## src/hw/rtl/rosm_pkg.sv

```systemverilog
`timescale 1ns / 1ps

package rosm_pkg;

  localparam int unsigned DATA_W = 32;
  localparam int unsigned OP_W   = 2;

  typedef enum logic [OP_W-1:0] {
    OP_APPEND_A = 2'd0,
    OP_APPEND_B = 2'd1,
    OP_MERGE    = 2'd2,
    OP_NONE     = 2'd3
  } op_t;

  typedef logic signed [DATA_W-1:0] data_t;

endpackage

```

## src/hw/rtl/rosm_ram.sv

```systemverilog
`timescale 1ns / 1ps

module rosm_ram import rosm_pkg::*; #(
  parameter int unsigned DEPTH  = 32,
  parameter int unsigned ADDR_W = 5
) (
  input  logic              clk,
  input  logic              we,
  input  logic [ADDR_W-1:0] waddr,
  input  data_t             wdata,
  input  logic              re,
  input  logic [ADDR_W-1:0] raddr,
  output data_t             rdata
);

  data_t mem [DEPTH];
  data_t rdata_r;

  always_ff @(posedge clk) begin
    if (we) begin
      mem[waddr] <= wdata;
    end
  end

  // hold the last word read until the next read
  always_ff @(posedge clk) begin
    if (re) begin
      rdata_r <= mem[raddr];
    end
  end

  assign rdata = rdata_r;

endmodule

```

## src/hw/rtl/rosm_seq.sv

```systemverilog
`timescale 1ns / 1ps

module rosm_seq import rosm_pkg::*; #(
  parameter int unsigned DEPTH  = 32,
  parameter int unsigned ADDR_W = 5,
  parameter int unsigned CNT_W  = 6
) (
  input  logic              clk,
  input  logic              rst_n,
  input  logic              in_tvalid,
  output logic              in_tready,
  input  op_t               in_op,
  output logic              a_we,
  output logic              a_re,
  output logic [ADDR_W-1:0] a_waddr,
  output logic [ADDR_W-1:0] a_raddr,
  input  data_t             a_rdata,
  output logic              b_we,
  output logic              b_re,
  output logic [ADDR_W-1:0] b_waddr,
  output logic [ADDR_W-1:0] b_raddr,
  input  data_t             b_rdata,
  output logic              out_tvalid,
  input  logic              out_tready,
  output data_t             out_value,
  output logic              out_from_b,
  output logic              out_last
);

  typedef enum logic {
    S_IDLE,
    S_RUN
  } state_t;

  state_t           state_r, state_nxt;
  logic [CNT_W-1:0] cnt_a_r, cnt_a_nxt;
  logic [CNT_W-1:0] cnt_b_r, cnt_b_nxt;
  logic [CNT_W-1:0] ia_r, ia_nxt;
  logic [CNT_W-1:0] ib_r, ib_nxt;
  logic             out_valid_r, out_valid_nxt;
  data_t            out_value_r, out_value_nxt;
  logic             out_from_b_r, out_from_b_nxt;
  logic             out_last_r, out_last_nxt;

  logic             in_fire;
  logic             out_free;
  logic             step;
  logic             take_a;
  logic             last_one;
  logic [CNT_W:0]   remain;
  logic [CNT_W-1:0] cnt_a_m1, cnt_b_m1, ia_m1, ib_m1, ia_m2, ib_m2;

  always_comb begin
    in_tready = (state_r == S_IDLE);
    in_fire   = in_tvalid && in_tready;
    out_free  = !out_valid_r || out_tready;
    step      = (state_r == S_RUN) && out_free;

    cnt_a_m1 = cnt_a_r - CNT_W'(1);
    cnt_b_m1 = cnt_b_r - CNT_W'(1);
    ia_m1    = ia_r - CNT_W'(1);
    ib_m1    = ib_r - CNT_W'(1);
    ia_m2    = ia_r - CNT_W'(2);
    ib_m2    = ib_r - CNT_W'(2);

    take_a   = (ib_r == '0) || ((ia_r != '0) && (a_rdata > b_rdata));
    remain   = {1'b0, ia_r} + {1'b0, ib_r};
    last_one = (remain == (CNT_W+1)'(1));

    a_we    = in_fire && (in_op == OP_APPEND_A) && (cnt_a_r != CNT_W'(DEPTH));
    b_we    = in_fire && (in_op == OP_APPEND_B) && (cnt_b_r != CNT_W'(DEPTH));
    a_waddr = cnt_a_r[ADDR_W-1:0];
    b_waddr = cnt_b_r[ADDR_W-1:0];

    a_re    = 1'b0;
    b_re    = 1'b0;
    a_raddr = cnt_a_m1[ADDR_W-1:0];
    b_raddr = cnt_b_m1[ADDR_W-1:0];

    state_nxt      = state_r;
    cnt_a_nxt      = cnt_a_r;
    cnt_b_nxt      = cnt_b_r;
    ia_nxt         = ia_r;
    ib_nxt         = ib_r;
    out_value_nxt  = out_value_r;
    out_from_b_nxt = out_from_b_r;
    out_last_nxt   = out_last_r;
    out_valid_nxt  = out_valid_r && !out_tready;

    unique case (state_r)
      S_IDLE: begin
        if (a_we) begin
          cnt_a_nxt = cnt_a_r + CNT_W'(1);
        end
        if (b_we) begin
          cnt_b_nxt = cnt_b_r + CNT_W'(1);
        end
        if (in_fire && (in_op == OP_MERGE) && ((cnt_a_r != '0) || (cnt_b_r != '0))) begin
          a_re      = 1'b1;
          b_re      = 1'b1;
          ia_nxt    = cnt_a_r;
          ib_nxt    = cnt_b_r;
          cnt_a_nxt = '0;
          cnt_b_nxt = '0;
          state_nxt = S_RUN;
        end
      end
      S_RUN: begin
        if (step) begin
          out_valid_nxt  = 1'b1;
          out_from_b_nxt = !take_a;
          out_last_nxt   = last_one;
          if (take_a) begin
            out_value_nxt = a_rdata;
            ia_nxt        = ia_m1;
            a_re          = 1'b1;
            a_raddr       = ia_m2[ADDR_W-1:0];
          end else begin
            out_value_nxt = b_rdata;
            ib_nxt        = ib_m1;
            b_re          = 1'b1;
            b_raddr       = ib_m2[ADDR_W-1:0];
          end
          if (last_one) begin
            state_nxt = S_IDLE;
          end
        end
      end
      default: begin
        state_nxt = S_IDLE;
      end
    endcase
  end

  always_ff @(posedge clk) begin
    if (!rst_n) begin
      state_r     <= S_IDLE;
      cnt_a_r     <= '0;
      cnt_b_r     <= '0;
      ia_r        <= '0;
      ib_r        <= '0;
      out_valid_r <= 1'b0;
    end else begin
      state_r     <= state_nxt;
      cnt_a_r     <= cnt_a_nxt;
      cnt_b_r     <= cnt_b_nxt;
      ia_r        <= ia_nxt;
      ib_r        <= ib_nxt;
      out_valid_r <= out_valid_nxt;
    end
    out_value_r  <= out_value_nxt;
    out_from_b_r <= out_from_b_nxt;
    out_last_r   <= out_last_nxt;
  end

  assign out_tvalid = out_valid_r;
  assign out_value  = out_value_r;
  assign out_from_b = out_from_b_r;
  assign out_last   = out_last_r;

endmodule

```

## src/hw/rtl/reverse_order_sorted_merge_core.sv

```systemverilog
`timescale 1ns / 1ps

// channel | bus         | tdata            | tuser     | tlast
// in      | in_t*       | [31:0] value     | [1:0] op  | -
// out     | out_t*      | [31:0] value_res | [0] from_b| last
//
// in_tready stays high while idle, so appends are accepted without waiting.
// A merge of N elements first reads both list tails from the two RAMs, then
// gives one result per unstalled cycle from the registered RAM read ports.
// in_tready is low for the whole merge; out_tready low stalls the merge.
// rst_n (synchronous) empties both lists; list RAM contents are not cleared.
module reverse_order_sorted_merge_core import rosm_pkg::*; #(
  parameter int unsigned DEPTH = 32
) (
  input  logic              clk,
  input  logic              rst_n,
  input  logic              in_tvalid,
  output logic              in_tready,
  input  logic [DATA_W-1:0] in_tdata,   // [31:0] value
  input  logic [OP_W-1:0]   in_tuser,   // [1:0] op
  output logic              out_tvalid,
  input  logic              out_tready,
  output logic [DATA_W-1:0] out_tdata,  // [31:0] value_res
  output logic              out_tuser,  // [0] from_b
  output logic              out_tlast
);

  localparam int unsigned ADDR_W = (DEPTH > 1) ? $clog2(DEPTH) : 1;
  localparam int unsigned CNT_W  = $clog2(DEPTH + 1);

  logic              a_we, a_re, b_we, b_re;
  logic [ADDR_W-1:0] a_waddr, a_raddr, b_waddr, b_raddr;
  data_t             a_rdata, b_rdata;
  data_t             out_value;

  rosm_seq #(
    .DEPTH  (DEPTH),
    .ADDR_W (ADDR_W),
    .CNT_W  (CNT_W)
  ) u_seq (
    .clk        (clk),
    .rst_n      (rst_n),
    .in_tvalid  (in_tvalid),
    .in_tready  (in_tready),
    .in_op      (op_t'(in_tuser)),
    .a_we       (a_we),
    .a_re       (a_re),
    .a_waddr    (a_waddr),
    .a_raddr    (a_raddr),
    .a_rdata    (a_rdata),
    .b_we       (b_we),
    .b_re       (b_re),
    .b_waddr    (b_waddr),
    .b_raddr    (b_raddr),
    .b_rdata    (b_rdata),
    .out_tvalid (out_tvalid),
    .out_tready (out_tready),
    .out_value  (out_value),
    .out_from_b (out_tuser),
    .out_last   (out_tlast)
  );

  rosm_ram #(
    .DEPTH  (DEPTH),
    .ADDR_W (ADDR_W)
  ) u_ram_a (
    .clk   (clk),
    .we    (a_we),
    .waddr (a_waddr),
    .wdata (data_t'(in_tdata)),
    .re    (a_re),
    .raddr (a_raddr),
    .rdata (a_rdata)
  );

  rosm_ram #(
    .DEPTH  (DEPTH),
    .ADDR_W (ADDR_W)
  ) u_ram_b (
    .clk   (clk),
    .we    (b_we),
    .waddr (b_waddr),
    .wdata (data_t'(in_tdata)),
    .re    (b_re),
    .raddr (b_raddr),
    .rdata (b_rdata)
  );

  assign out_tdata = out_value;

endmodule

```

## config.mk

```make
export PLATFORM = sky130hd
export DESIGN_NAME = reverse_order_sorted_merge_core
export DESIGN_NICKNAME = d
export VERILOG_FILES = /design/src/hw/rtl/rosm_pkg.sv /design/src/hw/rtl/rosm_ram.sv /design/src/hw/rtl/rosm_seq.sv /design/src/hw/rtl/reverse_order_sorted_merge_core.sv
export SDC_FILE = /design/constraint.sdc
export NUM_CORES = 2
export LEC_CHECK = 0
export BUFFER_PORTS_ARGS = -buffer_cell sky130_fd_sc_hd__buf_2
export CORE_ASPECT_RATIO = 0.7
export CORE_MARGIN = 2
export CORE_UTILIZATION = 40
export CTS_CLUSTER_DIAMETER = 60
export DETAILED_ROUTE_END_ITERATION = 10
export SYNTH_ARGS = -nofsm -noshare
export SYNTH_HDL_FRONTEND = slang
export SYNTH_SLANG_ARGS = --single-unit
```

## constraint.sdc

```tcl
create_clock -name clk -period 5.22 [get_ports clk]
set_clock_uncertainty 0.2 [all_clocks]
set_input_delay 1.044 -clock clk [delete_from_list [all_inputs] [get_ports clk]]
set_output_delay 1.044 -clock clk [all_outputs]
set_load 0.01 [all_outputs]
```

After elaboration in Yosys (flattened, before gate mapping)
Memory sizes are Yosys's and may differ from the RTL's. A register that Yosys moved wholly into a read port is not among the register bits.
Cells that the tools add are included.
{"block": "classes", "add_sub_neg": 9, "magnitude_cmp": 1, "n_eq_ne": 9, "n_mux": 35, "bitwise": 1, "reduce_logical": 28}
{"operator": "$mux W6", "count": 10}
{"operator": "$gt A32 B32 Y1", "count": 1}
{"operator": "$mux W32", "count": 1}
{"operator": "$mux W5", "count": 6}
{"operator": "$pmux W6 S2", "count": 2}
{"operator": "$reduce_bool A6 Y1", "count": 3}
{"operator": "$mux W1", "count": 13}
{"operator": "$add A6 B1 Y6 const B", "count": 2}
{"operator": "$ne A6 B6 Y1 const B", "count": 2}
{"operator": "$sub A6 B1 Y6 const B", "count": 2}
{"operator": "$logic_and A1 B1 Y1", "count": 10}
{"operator": "$sub A5 B1 Y5 const B", "count": 2}
{"operator": "$sub A5 B2 Y5 const B", "count": 2}
{"operator": "$add A6 B6 Y7", "count": 1}
{"operator": "$eq A7 B1 Y1 const B", "count": 1}
{"operator": "$logic_not A6 Y1", "count": 1}
{"operator": "$ne A2 B2 Y1 const B", "count": 3}
{"operator": "$pmux W1 S2", "count": 3}
{"operator": "$reduce_and A2 Y1", "count": 3}
{"operator": "$reduce_and A3 Y1", "count": 2}
{"operator": "$reduce_bool A2 Y1", "count": 2}
{"operator": "$logic_not A1 Y1", "count": 3}
{"operator": "$logic_or A1 B1 Y1", "count": 3}
{"operator": "$eq A2 B1 Y1 const B", "count": 1}
{"operator": "4 further kinds", "count": 4}
{"block": "word_totals", "reg_bits": 60, "ram_bits": 2048, "inputBits": 38, "mem_count": 2}
{"name": "u_ram_a.mem", "words": 32, "width": 32, "rd": 1, "rd_ports_with_merged_regs": 1, "wr": 1, "line": "rosm_ram.sv:16", "text": "data_t mem [DEPTH];"}
{"name": "u_ram_b.mem", "words": 32, "width": 32, "rd": 1, "rd_ports_with_merged_regs": 1, "wr": 1, "line": "rosm_ram.sv:16"}

Depth between registers and ports, before layout
{"block": "logic_depth", "ltp_word": 6, "ltp_mapped": 18, "depth_no_buf": 13}

Hierarchy
A second synthesis with hierarchy kept.
{"block": "unflattened", "hier_cells": 4974, "area_unflattened_um2": 86128.9}
{"mod": "rosm_ram", "instances": 2, "cells_each": 2260, "area_per_inst_um2": 40805.4, "seq_area_each_um2": 31710.4}
{"mod": "rosm_seq", "instances": 1, "cells_each": 454, "area_per_inst_um2": 4518.1, "seq_area_each_um2": 1541.5}

Worst setup path after synthesis
No wires, ideal clock.
{"block": "synth_timing", "path_type": "input -> register", "from": "input port out_tready", "to": "register u_ram_a.rdata_r[30], in the netlist u_ram_a.rdata[30] (read register of u_ram_a.mem), data pin", "setup_time_ps": 272, "arrival_time_ps": 4238, "required_time_ps": 4748, "path_slack_ps": 510, "cell_stages": 12, "path_cell_list": "nand2b_1 > nand2_1 > inv_1 > and3_1 > mux2_2 > nor2_2 > a21o_1 > buf_4 > mux2_1 > o2bb2ai_1 > or3_1 > or4_1"}
{"block": "synth_via", "elab_chain_len": 4, "elab_cells_between_ends": 6, "classes_between": "mux: 4; reduce/logical: 2"}
{"element": "start: declaration", "line": "reverse_order_sorted_merge_core.sv:22", "text": "input logic out_tready,"}
{"element": "$logic_or A1 B1 Y1 *", "line": "rosm_seq.sv:56", "text": "out_free = !out_valid_r || out_tready;"}
{"element": "$logic_and A1 B1 Y1 *", "line": "rosm_seq.sv:57", "text": "step = (state_r == S_RUN) && out_free;"}
{"element": "$mux W1 or $mux W5 (tied branches)", "line": "rosm_seq.sv:109", "text": "if (step) begin"}
{"element": "$pmux W1 S2 or $mux W5 (tied branches)", "line": "rosm_seq.sv:90", "text": "unique case (state_r)"}
{"element": "end: declaration", "line": "rosm_ram.sv:17", "text": "data_t rdata_r;"}
Every way passes the cells marked *; elsewhere a longest branch is shown, timed or not.
A chain may end at the register's enable or synchronous reset.

Worst setup path after layout
{"block": "layout_timing", "from": "register u_ram_a.rdata_r[11], in the netlist u_ram_a.rdata[11] (read register of u_ram_a.mem)", "to": "register u_ram_b.rdata_r[24], in the netlist u_ram_b.rdata[24] (read register of u_ram_b.mem), data pin"}
{"block": "layout_via", "elab_chain_len": 6, "elab_cells_between_ends": 9, "classes_between": "order compare: 1; mux: 6; reduce/logical: 2"}
{"element": "$gt A32 B32 Y1 *", "line": "rosm_seq.sv:66", "text": "take_a = (ib_r == '0) || ((ia_r != '0) && (a_rdata > b_rdata));"}
{"element": "$logic_and A1 B1 Y1 *", "line": "rosm_seq.sv:66"}
{"element": "$logic_or A1 B1 Y1 *", "line": "rosm_seq.sv:66"}
{"element": "$mux W1 or $mux W5 (tied branches)", "line": "rosm_seq.sv:113", "text": "if (take_a) begin"}
{"element": "$mux W1 or $mux W5 (tied branches)", "line": "rosm_seq.sv:109"}
{"element": "$pmux W1 S2 or $mux W5 (tied branches)", "line": "rosm_seq.sv:90"}
{"element": "end: declaration", "line": "rosm_ram.sv:17"}
Marks and branches as above.

==> summary.txt <==
Status
  – Status: complete, no violations

Die
  – Height of the chip: 391 um
  – FP Rows: 141
  – Ports: 74
  – CORE AREA: 212000 um2
  – Die Width: 556 um
  – Initial Utilization: 40.4%
  – Die Footprint: 217000 um2

STA
  – Max Slew Vio Count: 0
  – Unrepaired setup endpoints after global routing: true
  – Period utilisation layout: 99.9%
  – Relative slew slack: 15.0%
  – Final setup viols: 0
  – Crit path time final: 5.22 ns
  – Actual slew at the worst max-slew pin: 1.27 ns
  – Fmax: 0.192 GHz
  – Final Hold Fails: 0

Global route
  – Initial antenna violation count: 12
  – Vias in the first global route: 47800
  – Global-route wire length before repair: 333 mm
  – Total GRT Usage: 20.7%
  – Largest net degree at the start of global routing: 65
  – Grt total ovfl: 0

Yosys
  – Number of synthesized flops with an enable pin: 2146
  – Synth Net Count: 5421
  – Ys flop type: edfxtp_1
  – Avg Cell Area, Syn: 16.0 um2
  – Yosys cell types: 70
  – Flops & latches, synth: 2172
  – Post-synth design cell area: 85500 um2
  – Register area share after synthesis: 76.0%
  – Gate Count Post-Synth: 5330
  – YS warnings: 0
  – Async SR Flop Fraction: 0%

Finish
  – Nets: 6022
  – Commonest non-fill, non-tap cell in the layout: edfxtp_1
  – Layout fillers: 17800
  – Synth-to-layout area growth: 18.9%
  – Fraction of layout cells with a size suffix above 1: 19.7%
  – Fin cells: 8879
  – Commonest cells after routing, fill and taps aside: 2146 x edfxtp_1, 744 x nand2_1, 593 x mux2i_1

Routing
  – DRC viols: 0
  – Drt via density: 5.67
  – DRT antenna net count: 0
  – DR WL/cell: 26.2 um
  – Drt total wl: 233 mm
  – Vias: 50400
  – Initial DRC Count: 6059
  – TritonRoute pass-1 iters: 6

Clock tree
  – TritonCTS Buffers: 204
  – Clock tree buffer depth: 4
  – CTS clock-pin slew for the worst setup and hold paths: 0.06 ns
  – CTS tree: built
  – Clock insertion delay at the later pin of the skew report: 0.85 ns
  – H-tree Lvls: 4
  – Root Buffer Master: clkbuf_16
  – Hold Buf Count CTS: 0
  – Clk sink count: 2172

Setup path
  – WS Path Type: flop to flop
  – Register-to-Register Path Depth: 17
  – Crit-path max FO: 7
  – Crit end category: flop
  – CP required: 5.60 ns
  – CP Launch Type: flop
  – Critical Path AT: 5.60 ns

Placement
  – Cells after DPL: 8456
  – Post-DP HPWL: 143 mm
  – Placer Congestion: 0.840
  – Port-buffer cells: 73

Power and ir drop
  – P_leak: 35.3 nW
  – Final Power: 36.1 mW
  – Peak VDD IR: 0.000273 V
  – PwrDens: 355 nW/um2

Min path
  – Hold WC Path Type: flop to flop
  – Hold Path Depth: 2

Flow run
  – # Max-Cap Violations: 0
==> report_power, final <==
group          internal, mW  leakage, nW  switching (mW)
combinational          1.01         12.7            1.52
sequential             19.2         19.5          0.0314
clock                  7.92         3.04            6.34
==> flip-flops by register name, indices dropped and copies added, names as in the netlist <==
register          flops
u_seq.state_r         1
u_ram_b.rdata        32
u_seq.out_last        1
u_ram_a.rdata        32
u_seq.ia_r            6
u_ram_a.mem        1024
u_seq.cnt_a_r         6
u_seq.out_from_b      1
u_seq.out_value      32
u_seq.cnt_b_r         6
u_seq.out_tvalid      1
u_seq.ib_r            6
u_ram_b.mem        1024
==> worst max-delay path, cell delays in order (launching register included) <==
cell      delay, ns
edfxtp_1       0.47
ha_1           0.36
a21oi_1        0.19
o21ai_2        0.14
a221o_2        0.47
a2111o_1       0.48
or4_4          0.53
and3_4         0.21
buf_12         0.14
mux2i_4        0.22
buf_4          0.16
buf_12         0.14
buf_6          0.17
mux2i_1        0.28
o22ai_1        0.15
nor4_2         0.35
buf_4          0.18
o211ai_1       0.09
==> metrics by stage <==
step | instance area [um2] | TNS, ns | hold WS (ns) | setup slack, ns | util, %
2_1_floorplan | 85500 | 0 | 0.325 | 0.510 | -
3_3_place_gp | 93800 | -2.13 | 0.360 | -0.256 | 44.3
3_5_place_dp | 93800 | -1.98 | 0.378 | -0.279 | 44.3
4_1_cts | 100000 | 0 | 0.394 | 0.00652 | 47.3
5_1_grt | 102000 | -1.50 | 0.417 | -0.145 | 48.0
6_report | 102000 | 0 | 0.387 | 0.00328 | 48.0
==> routing by layer <==
layer	up-vias	wire length, um	global-route usage [%]
met3	267	19800	3.60
met2	2161	97900	29.1
met4	4	3790	4.04
met1	25800	111000	33.3
li1	22100	-	-
met5	-	27	0
==> area by class of cell <==
class	instances	area, um2	share of cell area, %
Tap cell	2788	3490	3.43
Timing Repair Buffer	704	6640	6.54
Inverter	51	191	0.188
Clock inverter	86	677	0.666
Clock buffer	277	5550	5.47
Antenna cell	3	7.51	0.00739
Sequential cell	2172	65000	64.0
Multi-Input combinational cell	2798	20100	19.7
==> cells in the mapped netlist (all sizes together) (4+ instances only) <==
library cell	count	area [um2]
a22oi	32	240
nand4	39	244
or3	8	50.1
and2	6	37.5
nand2b	4	25.0
clkbuf	164	616
xor2	11	96.3
nor2b	4	25.0
dfxtp	26	521
nand3	82	410
a21oi	191	956
o211ai	66	495
a211oi	67	503
nor3	51	255
mux4	32	721
a221oi	64	561
nor3b	4	30.0
inv	51	191
o221a	4	45.0
or3b	5	43.8
nor4	38	244
or2	7	43.8
buf	145	871
nor2	126	478
mux2	4	48.8
mux2i	625	6300
a2111oi	32	280
o21ai	83	415
a32oi	32	280
and3	71	444
edfxtp	2146	64400
o22ai	193	1210
a31oi	67	425
a21o	6	45.0
nand3b	7	52.6
xnor2	11	96.3
nand2	746	2800
ha	52	651
==> final timing paths <==
path / startpoint / end / slack [ns]
worst min-delay path: u_ram_a.rdata[22]$_DFFE_PP_ / u_seq.out_value[22]$_DFFE_PP_ / 0.39
worst max register to register: u_ram_a.rdata[11]$_DFFE_PP_ / u_ram_b.rdata[24]$_DFFE_PP_ / 0.003
worst max-delay path: u_ram_a.rdata[11]$_DFFE_PP_ / u_ram_b.rdata[24]$_DFFE_PP_ / 0.003
worst min register to register: u_ram_a.rdata[22]$_DFFE_PP_ / u_seq.out_value[22]$_DFFE_PP_ / 0.39
==> kinds of logic after synthesis <==
kind of cell,count (synthesis),synth area share [%]
xor+xnor,22,0.225
fa+ha+maj,53,0.785
mux,661,8.27
compound gates,861,6.65
flops,2172,76.0
simple gates,1201,6.09
buf+inv,360,1.96
==> timing repair <==
action	4_1_cts	5_1_grt
setup endpoints to repair	18	60
gates resized for setup	17	153
cloned	0	16
pin swaps	4	44
endpoints found under the hold margin	0	0
setup buffers	11	33
Power figures use the tool's default switching activity.
